**src/hdl/bfsie_pkg.sv**
```systemverilog
// ----------------------------------------------------------------------------
// bfsie_pkg
// Shared types and constants for the bit field store insert/extract unit.
// ----------------------------------------------------------------------------
`default_nettype none

package bfsie_pkg;

    localparam int CMD_W         = 2;
    localparam int VALUE_W       = 32;
    localparam int OFFSET_W      = 10;
    localparam int WIDTH_W       = 6;
    localparam int READ_W        = 32;
    localparam int FILL_W        = 11;
    localparam int STATUS_W      = 2;
    localparam int BYTE_BITS     = 8;

    typedef enum logic [CMD_W-1:0] {
        CMD_APPEND = 2'd0,
        CMD_SET    = 2'd1,
        CMD_GET    = 2'd2,
        CMD_NONE   = 2'd3
    } t_cmd;

    typedef enum logic [STATUS_W-1:0] {
        ST_OK    = 2'd0,
        ST_WIDTH = 2'd1,
        ST_RANGE = 2'd2
    } t_status;

    typedef struct packed {
        t_cmd                cmd;
        logic [VALUE_W-1:0]  value;
        logic [OFFSET_W-1:0] offset;
        logic [WIDTH_W-1:0]  width;
    } t_in_word;

    typedef struct packed {
        logic [READ_W-1:0] read_value;
        logic [FILL_W-1:0] fill_bits;
        t_status           status;
    } t_out_word;

    // decoded command, stage 1 to merge stage
    typedef struct packed {
        logic    wr;
        logic    get;
        logic    odd_first;
        t_status status;
    } t_ctl;

endpackage

`default_nettype wire

```
**src/hdl/bit_field_store_insert_extract_unit.sv**
```systemverilog
// ----------------------------------------------------------------------------
// bit_field_store_insert_extract_unit
// MSB-first bit store with append, set-at-offset and get-at-offset commands.
//
// Channel  Direction  Handshake          Word
// in       input      i_valid / o_stall  bfsie_pkg::t_in_word
// out      output     o_valid / i_stall  bfsie_pkg::t_out_word
//
// One word per cycle sustained while the output is not stalled; an accepted
// word waits in stage 1; the result register loads it when free and sets o_valid.
// The store is two row banks (even/odd rows), each one read and one write
// per cycle; a field always sits in one even and one odd row.
// After reset a clearing pass writes zero to all BD = ROWS/2 + 2 rows of both
// banks; o_stall is high meanwhile.
// A stalled result holds in the output register; one more word waits in
// stage 1, then o_stall rises.
// ----------------------------------------------------------------------------
`default_nettype none

module bit_field_store_insert_extract_unit #(
    parameter int STORE_BITS = 1024,
    parameter int MAX_WIDTH  = 32
) (
    input  logic                 i_clk,
    input  logic                 i_rst_n,
    input  logic                 i_valid,
    output logic                 o_stall,
    input  bfsie_pkg::t_in_word  i_word,
    output logic                 o_valid,
    input  logic                 i_stall,
    output bfsie_pkg::t_out_word o_word
);

    localparam int FW    = $clog2(STORE_BITS + 1);
    localparam int ROW_W = (MAX_WIDTH > bfsie_pkg::BYTE_BITS) ?
                           2 ** $clog2(MAX_WIDTH) : bfsie_pkg::BYTE_BITS;
    localparam int LSB_W = $clog2(ROW_W) + 1;
    localparam int ROWS  = (STORE_BITS + ROW_W - 1) / ROW_W;
    localparam int BD    = ROWS / 2 + 2;
    localparam int BA    = $clog2(BD);

    logic          r_s1_v;
    logic          n_s1_v;
    logic          r_out_v;
    logic          n_out_v;
    logic          r_clr_busy;
    logic [BA-1:0] r_clr_addr;

    logic take;
    logic adv;

    logic [BA-1:0]                 ev_raddr;
    logic [BA-1:0]                 od_raddr;
    logic [BA-1:0]                 ev_addr;
    logic [BA-1:0]                 od_addr;
    bfsie_pkg::t_ctl               ctl;
    logic [LSB_W-1:0]              lsb;
    logic [bfsie_pkg::WIDTH_W-1:0] width_q;
    logic [bfsie_pkg::VALUE_W-1:0] value_q;
    logic [FW-1:0]                 fill_q;
    logic [ROW_W-1:0]              ev_rdata;
    logic [ROW_W-1:0]              od_rdata;
    logic                          dp_we;
    logic [ROW_W-1:0]              ev_wdata;
    logic [ROW_W-1:0]              od_wdata;

    logic             ram_we;
    logic [BA-1:0]    ev_waddr;
    logic [BA-1:0]    od_waddr;
    logic [ROW_W-1:0] ev_wd;
    logic [ROW_W-1:0] od_wd;

    assign adv     = r_s1_v && (!r_out_v || !i_stall);
    assign o_stall = r_clr_busy || (r_s1_v && !adv);
    assign take    = i_valid && !o_stall;
    assign o_valid = r_out_v;

    assign n_s1_v  = take ? 1'b1 : (adv ? 1'b0 : r_s1_v);
    assign n_out_v = adv ? 1'b1 : (i_stall ? r_out_v : 1'b0);

    always_ff @(posedge i_clk) begin
        if (!i_rst_n) begin
            r_s1_v     <= 1'b0;
            r_out_v    <= 1'b0;
            r_clr_busy <= 1'b1;
            r_clr_addr <= '0;
        end else begin
            r_s1_v  <= n_s1_v;
            r_out_v <= n_out_v;
            if (r_clr_busy) begin
                r_clr_addr <= r_clr_addr + BA'(1);
                if (r_clr_addr == BA'(BD - 1)) begin
                    r_clr_busy <= 1'b0;
                end
            end
        end
    end

    bfsie_decode #(
        .STORE_BITS (STORE_BITS),
        .MAX_WIDTH  (MAX_WIDTH)
    ) u_decode (
        .i_clk      (i_clk),
        .i_rst_n    (i_rst_n),
        .i_take     (take),
        .i_word     (i_word),
        .o_ev_raddr (ev_raddr),
        .o_od_raddr (od_raddr),
        .o_ev_addr  (ev_addr),
        .o_od_addr  (od_addr),
        .o_ctl      (ctl),
        .o_lsb      (lsb),
        .o_width    (width_q),
        .o_value    (value_q),
        .o_fill     (fill_q)
    );

    bfsie_datapath #(
        .STORE_BITS (STORE_BITS),
        .MAX_WIDTH  (MAX_WIDTH)
    ) u_datapath (
        .i_clk      (i_clk),
        .i_rst_n    (i_rst_n),
        .i_adv      (adv),
        .i_ctl      (ctl),
        .i_ev_addr  (ev_addr),
        .i_od_addr  (od_addr),
        .i_lsb      (lsb),
        .i_width    (width_q),
        .i_value    (value_q),
        .i_fill     (fill_q),
        .i_ev_rdata (ev_rdata),
        .i_od_rdata (od_rdata),
        .o_we       (dp_we),
        .o_ev_wdata (ev_wdata),
        .o_od_wdata (od_wdata),
        .o_word     (o_word)
    );

    // clearing pass owns the write ports until done
    assign ram_we   = r_clr_busy || dp_we;
    assign ev_waddr = r_clr_busy ? r_clr_addr : ev_addr;
    assign od_waddr = r_clr_busy ? r_clr_addr : od_addr;
    assign ev_wd    = r_clr_busy ? '0 : ev_wdata;
    assign od_wd    = r_clr_busy ? '0 : od_wdata;

    bfsie_ram #(
        .WIDTH (ROW_W),
        .DEPTH (BD)
    ) u_ram_even (
        .i_clk   (i_clk),
        .i_we    (ram_we),
        .i_waddr (ev_waddr),
        .i_wdata (ev_wd),
        .i_re    (take),
        .i_raddr (ev_raddr),
        .o_rdata (ev_rdata)
    );

    bfsie_ram #(
        .WIDTH (ROW_W),
        .DEPTH (BD)
    ) u_ram_odd (
        .i_clk   (i_clk),
        .i_we    (ram_we),
        .i_waddr (od_waddr),
        .i_wdata (od_wd),
        .i_re    (take),
        .i_raddr (od_raddr),
        .o_rdata (od_rdata)
    );

`ifndef ASSERT_OFF
    a_no_item_write_in_clear: assert property (@(posedge i_clk) disable iff (!i_rst_n)
        r_clr_busy |-> !dp_we)
        else $error("item write during clearing pass");

    a_err_reads_zero: assert property (@(posedge i_clk) disable iff (!i_rst_n)
        (o_valid && o_word.status != bfsie_pkg::ST_OK) |-> (o_word.read_value == '0))
        else $error("nonzero read value with error status");

    a_take_fills_s1: assert property (@(posedge i_clk) disable iff (!i_rst_n)
        take |=> r_s1_v)
        else $error("accepted word lost before stage 1");

    a_adv_fills_out: assert property (@(posedge i_clk) disable iff (!i_rst_n)
        adv |=> o_valid)
        else $error("advanced word lost before output");

    a_write_only_on_adv: assert property (@(posedge i_clk) disable iff (!i_rst_n)
        dp_we |-> (r_s1_v && ctl.wr && !ctl.get))
        else $error("store write without a valid set or append");
`endif

endmodule

`default_nettype wire

```
**src/hdl/bfsie_ram.sv**
```systemverilog
// ----------------------------------------------------------------------------
// bfsie_ram
// Generic single write port, single read port RAM with registered read.
// ----------------------------------------------------------------------------
`default_nettype none

module bfsie_ram #(
    parameter int  WIDTH = 32,
    parameter int  DEPTH = 16,
    localparam int AW    = $clog2(DEPTH)
) (
    input  logic             i_clk,
    input  logic             i_we,
    input  logic [AW-1:0]    i_waddr,
    input  logic [WIDTH-1:0] i_wdata,
    input  logic             i_re,
    input  logic [AW-1:0]    i_raddr,
    output logic [WIDTH-1:0] o_rdata
);

    logic [WIDTH-1:0] r_mem [DEPTH];
    logic [WIDTH-1:0] r_rdata;

    always_ff @(posedge i_clk) begin
        if (i_we) begin
            r_mem[i_waddr] <= i_wdata;
        end
        if (i_re) begin
            r_rdata <= r_mem[i_raddr];
        end
    end

    assign o_rdata = r_rdata;

endmodule

`default_nettype wire

```
**src/hdl/bfsie_decode.sv**
```systemverilog
// ----------------------------------------------------------------------------
// bfsie_decode
// Command decode, bounds checks, fill register and stage 1 register.
// ----------------------------------------------------------------------------
`default_nettype none

module bfsie_decode #(
    parameter int  STORE_BITS = 1024,
    parameter int  MAX_WIDTH  = 32,
    localparam int FW    = $clog2(STORE_BITS + 1),
    localparam int ROW_W = (MAX_WIDTH > bfsie_pkg::BYTE_BITS) ?
                           2 ** $clog2(MAX_WIDTH) : bfsie_pkg::BYTE_BITS,
    localparam int RWL   = $clog2(ROW_W),
    localparam int SUM_W = ((FW > bfsie_pkg::OFFSET_W) ? FW : bfsie_pkg::OFFSET_W) + 1,
    localparam int RAW   = SUM_W - RWL,
    localparam int ROWS  = (STORE_BITS + ROW_W - 1) / ROW_W,
    localparam int BD    = ROWS / 2 + 2,
    localparam int BA    = $clog2(BD),
    localparam int LSB_W = RWL + 1
) (
    input  logic                             i_clk,
    input  logic                             i_rst_n,
    input  logic                             i_take,
    input  bfsie_pkg::t_in_word              i_word,
    output logic [BA-1:0]                    o_ev_raddr,
    output logic [BA-1:0]                    o_od_raddr,
    output logic [BA-1:0]                    o_ev_addr,
    output logic [BA-1:0]                    o_od_addr,
    output bfsie_pkg::t_ctl                  o_ctl,
    output logic [LSB_W-1:0]                 o_lsb,
    output logic [bfsie_pkg::WIDTH_W-1:0]    o_width,
    output logic [bfsie_pkg::VALUE_W-1:0]    o_value,
    output logic [FW-1:0]                    o_fill
);

    localparam int MW_W = bfsie_pkg::WIDTH_W + 1;

    logic [FW-1:0]    r_fill;
    logic [FW-1:0]    n_fill;
    logic [BA-1:0]    r_ev_addr;
    logic [BA-1:0]    r_od_addr;
    bfsie_pkg::t_ctl  r_ctl;
    bfsie_pkg::t_ctl  n_ctl;
    logic [LSB_W-1:0] r_lsb;
    logic [LSB_W-1:0] n_lsb;
    logic [bfsie_pkg::WIDTH_W-1:0] r_width;
    logic [bfsie_pkg::VALUE_W-1:0] r_value;

    logic [SUM_W-1:0] start_pos;
    logic [SUM_W-1:0] end_pos;
    logic [RAW-1:0]   row;
    logic [RAW:0]     row_inc;
    logic [RWL-1:0]   bit_in_row;
    logic             noop;
    logic             too_wide;
    logic             over_store;
    logic             over_fill;

    assign start_pos  = (i_word.cmd == bfsie_pkg::CMD_APPEND) ? SUM_W'(r_fill)
                                                               : SUM_W'(i_word.offset);
    assign end_pos    = start_pos + SUM_W'(i_word.width);
    assign row        = start_pos[SUM_W-1:RWL];
    assign row_inc    = (RAW+1)'(row) + (RAW+1)'(1);
    assign bit_in_row = start_pos[RWL-1:0];

    assign noop       = (i_word.width == '0) || (i_word.cmd == bfsie_pkg::CMD_NONE);
    assign too_wide   = MW_W'(i_word.width) > MW_W'(MAX_WIDTH);
    assign over_store = end_pos > SUM_W'(STORE_BITS);
    assign over_fill  = end_pos > SUM_W'(r_fill);

    // even bank holds rows 0,2,4..; the window is rows r and r+1
    assign o_ev_raddr = BA'(row_inc >> 1);
    assign o_od_raddr = BA'(row >> 1);

    always_comb begin
        n_ctl.wr        = 1'b0;
        n_ctl.get       = 1'b0;
        n_ctl.odd_first = row[0];
        n_ctl.status    = bfsie_pkg::ST_OK;
        n_fill          = r_fill;
        if (noop) begin
            n_ctl.status = bfsie_pkg::ST_OK;
        end else if (too_wide) begin
            n_ctl.status = bfsie_pkg::ST_WIDTH;
        end else if (i_word.cmd == bfsie_pkg::CMD_GET) begin
            if (over_fill) begin
                n_ctl.status = bfsie_pkg::ST_RANGE;
            end else begin
                n_ctl.get = 1'b1;
            end
        end else if (over_store) begin
            n_ctl.status = bfsie_pkg::ST_RANGE;
        end else begin
            n_ctl.wr = 1'b1;
            if (i_word.cmd == bfsie_pkg::CMD_APPEND || over_fill) begin
                n_fill = FW'(end_pos);
            end
        end
    end

    // window bit index of the field LSB: 2*ROW_W - bit_in_row - width, mod 2*ROW_W
    assign n_lsb = LSB_W'(0) - LSB_W'(bit_in_row) - LSB_W'(i_word.width);

    always_ff @(posedge i_clk) begin
        if (!i_rst_n) begin
            r_fill <= '0;
        end else if (i_take) begin
            r_fill <= n_fill;
        end
    end

    always_ff @(posedge i_clk) begin
        if (i_take) begin
            r_ev_addr <= o_ev_raddr;
            r_od_addr <= o_od_raddr;
            r_ctl     <= n_ctl;
            r_lsb     <= n_lsb;
            r_width   <= i_word.width;
            r_value   <= i_word.value;
        end
    end

    assign o_ev_addr = r_ev_addr;
    assign o_od_addr = r_od_addr;
    assign o_ctl     = r_ctl;
    assign o_lsb     = r_lsb;
    assign o_width   = r_width;
    assign o_value   = r_value;
    assign o_fill    = r_fill;

endmodule

`default_nettype wire

```
**src/hdl/bfsie_datapath.sv**
```systemverilog
// ----------------------------------------------------------------------------
// bfsie_datapath
// Two-row window merge and extract, write forwarding and result register.
// ----------------------------------------------------------------------------
`default_nettype none

module bfsie_datapath #(
    parameter int  STORE_BITS = 1024,
    parameter int  MAX_WIDTH  = 32,
    localparam int FW    = $clog2(STORE_BITS + 1),
    localparam int ROW_W = (MAX_WIDTH > bfsie_pkg::BYTE_BITS) ?
                           2 ** $clog2(MAX_WIDTH) : bfsie_pkg::BYTE_BITS,
    localparam int RWL   = $clog2(ROW_W),
    localparam int ROWS  = (STORE_BITS + ROW_W - 1) / ROW_W,
    localparam int BD    = ROWS / 2 + 2,
    localparam int BA    = $clog2(BD),
    localparam int LSB_W = RWL + 1
) (
    input  logic                          i_clk,
    input  logic                          i_rst_n,
    input  logic                          i_adv,
    input  bfsie_pkg::t_ctl               i_ctl,
    input  logic [BA-1:0]                 i_ev_addr,
    input  logic [BA-1:0]                 i_od_addr,
    input  logic [LSB_W-1:0]              i_lsb,
    input  logic [bfsie_pkg::WIDTH_W-1:0] i_width,
    input  logic [bfsie_pkg::VALUE_W-1:0] i_value,
    input  logic [FW-1:0]                 i_fill,
    input  logic [ROW_W-1:0]              i_ev_rdata,
    input  logic [ROW_W-1:0]              i_od_rdata,
    output logic                          o_we,
    output logic [ROW_W-1:0]              o_ev_wdata,
    output logic [ROW_W-1:0]              o_od_wdata,
    output bfsie_pkg::t_out_word          o_word
);

    localparam int WIN_W = 2 * ROW_W;
    localparam int EXT_W = (WIN_W > bfsie_pkg::READ_W) ? WIN_W : bfsie_pkg::READ_W;

    logic                 r_fwd_v;
    logic [BA-1:0]        r_fwd_ev_addr;
    logic [BA-1:0]        r_fwd_od_addr;
    logic [ROW_W-1:0]     r_fwd_ev;
    logic [ROW_W-1:0]     r_fwd_od;
    bfsie_pkg::t_out_word r_word;
    bfsie_pkg::t_out_word n_word;

    logic [ROW_W-1:0] ev_cur;
    logic [ROW_W-1:0] od_cur;
    logic [WIN_W-1:0] win;
    logic [WIN_W-1:0] ins_mask;
    logic [WIN_W-1:0] ins_data;
    logic [WIN_W-1:0] new_win;
    logic [EXT_W-1:0] mask_ext;
    logic [EXT_W-1:0] field_ext;

    // the last write lands on the same edge as the next read, so bypass it
    assign ev_cur = (r_fwd_v && r_fwd_ev_addr == i_ev_addr) ? r_fwd_ev : i_ev_rdata;
    assign od_cur = (r_fwd_v && r_fwd_od_addr == i_od_addr) ? r_fwd_od : i_od_rdata;

    assign win       = i_ctl.odd_first ? {od_cur, ev_cur} : {ev_cur, od_cur};
    assign mask_ext  = ~({EXT_W{1'b1}} << i_width);
    assign ins_mask  = WIN_W'(mask_ext << i_lsb);
    assign ins_data  = WIN_W'((EXT_W'(i_value) & mask_ext) << i_lsb);
    assign new_win   = (win & ~ins_mask) | ins_data;
    assign field_ext = (EXT_W'(win) >> i_lsb) & mask_ext;

    assign o_we       = i_adv && i_ctl.wr;
    assign o_ev_wdata = i_ctl.odd_first ? new_win[ROW_W-1:0] : new_win[WIN_W-1:ROW_W];
    assign o_od_wdata = i_ctl.odd_first ? new_win[WIN_W-1:ROW_W] : new_win[ROW_W-1:0];

    always_comb begin
        n_word.read_value = i_ctl.get ? field_ext[bfsie_pkg::READ_W-1:0] : '0;
        n_word.fill_bits  = bfsie_pkg::FILL_W'(i_fill);
        n_word.status     = i_ctl.status;
    end

    always_ff @(posedge i_clk) begin
        if (!i_rst_n) begin
            r_fwd_v <= 1'b0;
        end else if (o_we) begin
            r_fwd_v <= 1'b1;
        end
    end

    always_ff @(posedge i_clk) begin
        if (o_we) begin
            r_fwd_ev_addr <= i_ev_addr;
            r_fwd_od_addr <= i_od_addr;
            r_fwd_ev      <= o_ev_wdata;
            r_fwd_od      <= o_od_wdata;
        end
        if (i_adv) begin
            r_word <= n_word;
        end
    end

    assign o_word = r_word;

endmodule

`default_nettype wire
```
**config.mk**
```make
export PLATFORM = sky130hd
export DESIGN_NAME = bit_field_store_insert_extract_unit
export DESIGN_NICKNAME = d
export VERILOG_FILES = /design/src/hdl/bfsie_pkg.sv /design/src/hdl/bit_field_store_insert_extract_unit.sv /design/src/hdl/bfsie_ram.sv /design/src/hdl/bfsie_decode.sv /design/src/hdl/bfsie_datapath.sv
export SDC_FILE = /design/constraint.sdc
export NUM_CORES = 2
export LEC_CHECK = 0
export ABC_AREA = 0
export BUFFER_PORTS_ARGS = -buffer_cell sky130_fd_sc_hd__buf_4
export CAP_MARGIN = 25
export CORE_ASPECT_RATIO = 1.2
export CORE_MARGIN = 4
export CORE_UTILIZATION = 50
export DETAILED_ROUTE_END_ITERATION = 16
export GPL_TIMING_DRIVEN = 1
export HOLD_SLACK_MARGIN = 0.02
export PLACE_DENSITY = 0.66
export SLEW_MARGIN = 20
export SYNTH_ARGS = -nofsm -noshare
export SYNTH_HDL_FRONTEND = slang
export SYNTH_SLANG_ARGS = --single-unit
```
**constraint.sdc**
```tcl
create_clock -name i_clk -period 8.2 [get_ports i_clk]
set_input_delay 1.64 -clock i_clk [delete_from_list [all_inputs] [get_ports i_clk]]
set_output_delay 1.64 -clock i_clk [all_outputs]
set_load 0.05 [all_outputs]
```
==> run_results.csv <==
group,metric,value,unit
yosys,avgSynthCellArea,13.3,um2
floorplanning,dieArea,144000,um2
grt,grt_antenna_before_repair,6,
yosys,synth_cell_type_count,93,
sta,setup-tns-final,0,ns
grt,grt_overflow,0,
clock_tree,cts_root_buffer,"clkbuf_16",
yosys,synth_area,68900,um2
yosys,yosys_warnings,0,
power_and_ir_drop,ir_worst_vdd,207,uV
min_path,min_path_cells,0,
drt,drt_iter0_drc,6720,
power_and_ir_drop,clkPwrFrac,41.4,%
clock_tree,post_cts_buffers,0,
worst_setup_path,worstSetupEndpoint,"u_decode.o_fill[1]",
worst_setup_path,critPathCaptureType,"flip-flop",
power_and_ir_drop,internal_power,11.9,mW
power_and_ir_drop,combPwrFrac,6.3,%
layout,syn2layout_area_growth,11.5,%
layout,stdcell_area,76800,um2
yosys,netlist.area_leader.share,60.7,%
grt,grt_pass1_vias,45800,
clock_tree,cts_resized,0,
worst_setup_path,cp_num_cells,21,
drt,vias,48100,
floorplanning,io_pins,101,
worst_setup_path,path_delay_family,"compound AO/OA/AOI/OAI gates",
sta,hold_ws,0.422,ns
grt,grt_start_max_net_pins,154,
layout,n_fill_cell,11000,
worst_setup_path,critical_path_class,"input pin to flip-flop",
status,outcome,"completed",
clock_tree,cts_tree,"done",
grt,grt_pass1_wl,332000,um
drt,drc,0,
sta,maxSlewViolCount,0,
clock_tree,clk-insertion-delay-late,0.83,ns
clock_tree,cts.sinks,1414,
worst_setup_path,critical_path.max_stage_delay,0.59,ns
drt,postRouteAntennaNets,0,
layout,drive_gt1_share,17.5,%
power_and_ir_drop,pwr_density_cell,199,nW/um2
yosys,ys_ff_latch,1414,
worst_setup_path,worst_ep_arrival_time,6.67,ns
placed_design,hpwl,147000,um
yosys,synthTopCellsByCount,"1,394 x edfxtp_1, 789 x nand2_1, 320 x nand3_1, 318 x mux2i_1, 260 x mux4_2",
clock_tree,numCtsBuffers,140,
worst_setup_path,crit_buf_inv,5,
yosys,postSynthCellCount,5188,
worst_setup_path,cp_slowest_cell,"a2111oi_0",
placed_design,placed_cells,6850,
yosys,async_flop_share,0,%
yosys,synth.area.top_cells,"edfxtp_1 61%, mux4_2 8.5%, mux2i_1 4.6%",
yosys,syn_nets,5272,
floorplanning,rows,148,
sta,max-slew-margin-rel,16.3,%
yosys,synth_top_cell_by_area,"edfxtp_1",
sta,finalSetupViolations,0,
worst_setup_path,worstPathMaxFanout,22,
worst_setup_path,r2r_setup_slack,2.46,ns
sta,worst_pin_slew,1.22,ns
floorplanning,die_y,415,um
sta,final.min_clock_period,5.98,ns
yosys,synth-edff-count,1394,
placed_design,placed_area,72000,um2
clock_tree,htreeDepth,4,
worst_setup_path,worstPathRequired,8.89,ns
power_and_ir_drop,p_sw_share,22.2,%
placed_design,io_buffers,100,
layout,fin_cells,7144,
layout,fin_nets,5304,
min_path,hold_class,"flip-flop to flip-flop",
clock_tree,cts_max_path_buffers,3,
worst_setup_path,path_cells,"buf_4 > nor2_2 > inv_2 > o21ai_0 > inv_1 > fa_1 > nor2b_1 > o21ai_0 > a21boi_0 > o21ai_0 > a2111oi_0 > xnor2_1 > inv_1 > ha_1 > nand4_1 > nor3_1 > a211o_1 > a2111oi_2 > buf_4 > nand2_1 > o211a_1",
worst_setup_path,cpMostUsedCell,"o21ai_0",
yosys,ys.flop_type,"edfxtp_1",
power_and_ir_drop,pwr-share-seq,52.3,%
job,cap_violations,0,
sta,rsz0062_at_grt,"false",
power_and_ir_drop,power.leakage,25.9,nW
yosys,post-synth-top-count-cell,"edfxtp_1",
drt,wl,232000,um
worst_setup_path,rr_endpoint,"u_ram_even.r_mem[17][25]",
floorplanning,coreArea,136000,um2
sta,fin_crit_sh,72.9,%
sta,hold_viol,0,
drt,via_per_inst,6.74,
worst_setup_path,r2r_cells,11,
worst_setup_path,cp-startpoint,"i_word[49]",
clock_tree,cts_hold_buf,0,
grt,grt_usage,31.6,%
sta,final.setup_skew,0.0609,ns
worst_setup_path,start_kind,"input pin",
floorplanning,start_util,50.6,%
sta,clock.fmax,0.167,GHz
placed_design,gp_congestion,1.04,
drt,wl_per_cell,32.5,um
drt,drtPass1Iterations,7,
power_and_ir_drop,switchingPower,3.39,mW
yosys,seq_area_frac_synth,61.3,%
power_and_ir_drop,total_power,15.3,mW
clock_tree,clkSlewWorstSetupHoldPaths,0.06,ns
floorplanning,fp.dieW,347,um
worst_setup_path,r2r_start,"u_decode.o_width[4]",
==> flip-flops by register name, indices dropped and copies added, names as in the netlist, 6 cells and up <==
name,flops
u_datapath.o_word,45
u_datapath.r_fwd_ev,32
u_datapath.r_fwd_od,32
u_decode.o_fill,11
u_decode.o_lsb,6
u_decode.o_value,32
u_decode.o_width,6
u_ram_even.o_rdata,32
u_ram_even.r_mem,576
u_ram_odd.o_rdata,32
u_ram_odd.r_mem,576
==> logic make-up (layout without fill, tap and decap cells) <==
| logic type | after synthesis | in the layout | share of synthesized area, % |
|---|---|---|---|
| other cells | 0 | 9 | 0 |
| flops | 1414 | 1414 | 61.3 |
| compound gates | 1003 | 1003 | 10.3 |
| simple gates | 1602 | 1602 | 10.4 |
| mux | 639 | 639 | 14.1 |
| fa+ha+maj | 30 | 30 | 0.567 |
| buf+inv | 470 | 617 | 2.87 |
| xor+xnor | 30 | 30 | 0.381 |
==> routing by layer <==
| metal | up-vias | track usage (%) | wire length, um |
|---|---|---|---|
| met5 | - | 0 | 29 |
| met4 | 4 | 17.4 | 15300 |
| met3 | 599 | 6.28 | 21600 |
| met2 | 2888 | 48.3 | 105000 |
| met1 | 24300 | 42.7 | 89900 |
| li1 | 20400 | - | - |
==> layout make-up <==
class / count / area, um2 / share of cell area, %
multi-input combinational: 3304 / 25200 / 32.8
sequential: 1414 / 42300 / 55.0
timing repair buffer: 285 / 2250 / 2.94
antenna: 9 / 22.5 / 0.0293
tap: 1800 / 2250 / 2.93
clock buffer: 187 / 3730 / 4.86
clock inverter: 70 / 766 / 0.997
inverter: 75 / 310 / 0.404
==> how the worst min path moves through the flow <==
stage | start | end | slack, ns
finish | u_decode.o_ctl[0] | u_datapath.o_word[0] | 0.42
global route | u_decode.o_ctl[0] | u_datapath.o_word[0] | 0.43
CTS | u_decode.o_ctl[0] | u_datapath.o_word[0] | 0.42
detailed placement | u_decode.o_ctl[0] | u_datapath.o_word[0] | 0.41
global placement | u_decode.o_ctl[1] | u_datapath.o_word[1] | 0.40
floorplan | u_decode.o_ctl[0] | u_datapath.o_word[0] | 0.40
==> power by group through the flow <==
stage,Clock (mW),Combinational (mW),Sequential [mW]
finish,6.34,0.960,8.00
global route,6.75,1.05,8.00
CTS,6.43,0.972,8.00
detailed placement,0,0.964,8.15
global placement,0,0.957,8.15
floorplan,0,0.676,8.15
==> stage by stage <==
step	utilization [%]	setup WS [ns]
floorplan	-	2.10
global placement	52.7	1.53
detailed placement	52.8	1.42
CTS	56.1	2.25
global route	56.3	1.78
finish	56.4	2.22
==> cells in the final DEF (no fill, tap or decap), types with 18 or more instances in the layout <==
| cell | n |
|---|---|
| and3_1 | 57 |
| xnor2_1 | 21 |
| buf_4 | 261 |
| edfxtp_1 | 1394 |
| nor2b_2 | 28 |
| nor2_1 | 157 |
| a311oi_1 | 77 |
| o21a_1 | 35 |
| clkbuf_1 | 42 |
| a21oi_1 | 131 |
| o221ai_1 | 22 |
| ha_1 | 27 |
| nand2_1 | 788 |
| inv_1 | 60 |
| nand2b_1 | 20 |
| dfxtp_1 | 19 |
| a22oi_1 | 50 |
| a21o_1 | 29 |
| mux2_2 | 57 |
| a31oi_1 | 29 |
| nor2_4 | 37 |
| nor3_1 | 42 |
| o211ai_1 | 45 |
| mux2i_1 | 312 |
| a211oi_1 | 37 |
| nor2b_1 | 36 |
| o21ai_0 | 216 |
| clkinv_1 | 28 |
| a221oi_1 | 25 |
| mux4_2 | 260 |
| o22ai_1 | 52 |
| nand3_1 | 320 |
| o31ai_1 | 18 |
| clkbuf_16 | 140 |
| and2_1 | 26 |
| a311o_1 | 36 |
No activity file was read; power rests on OpenSTA's default activity.
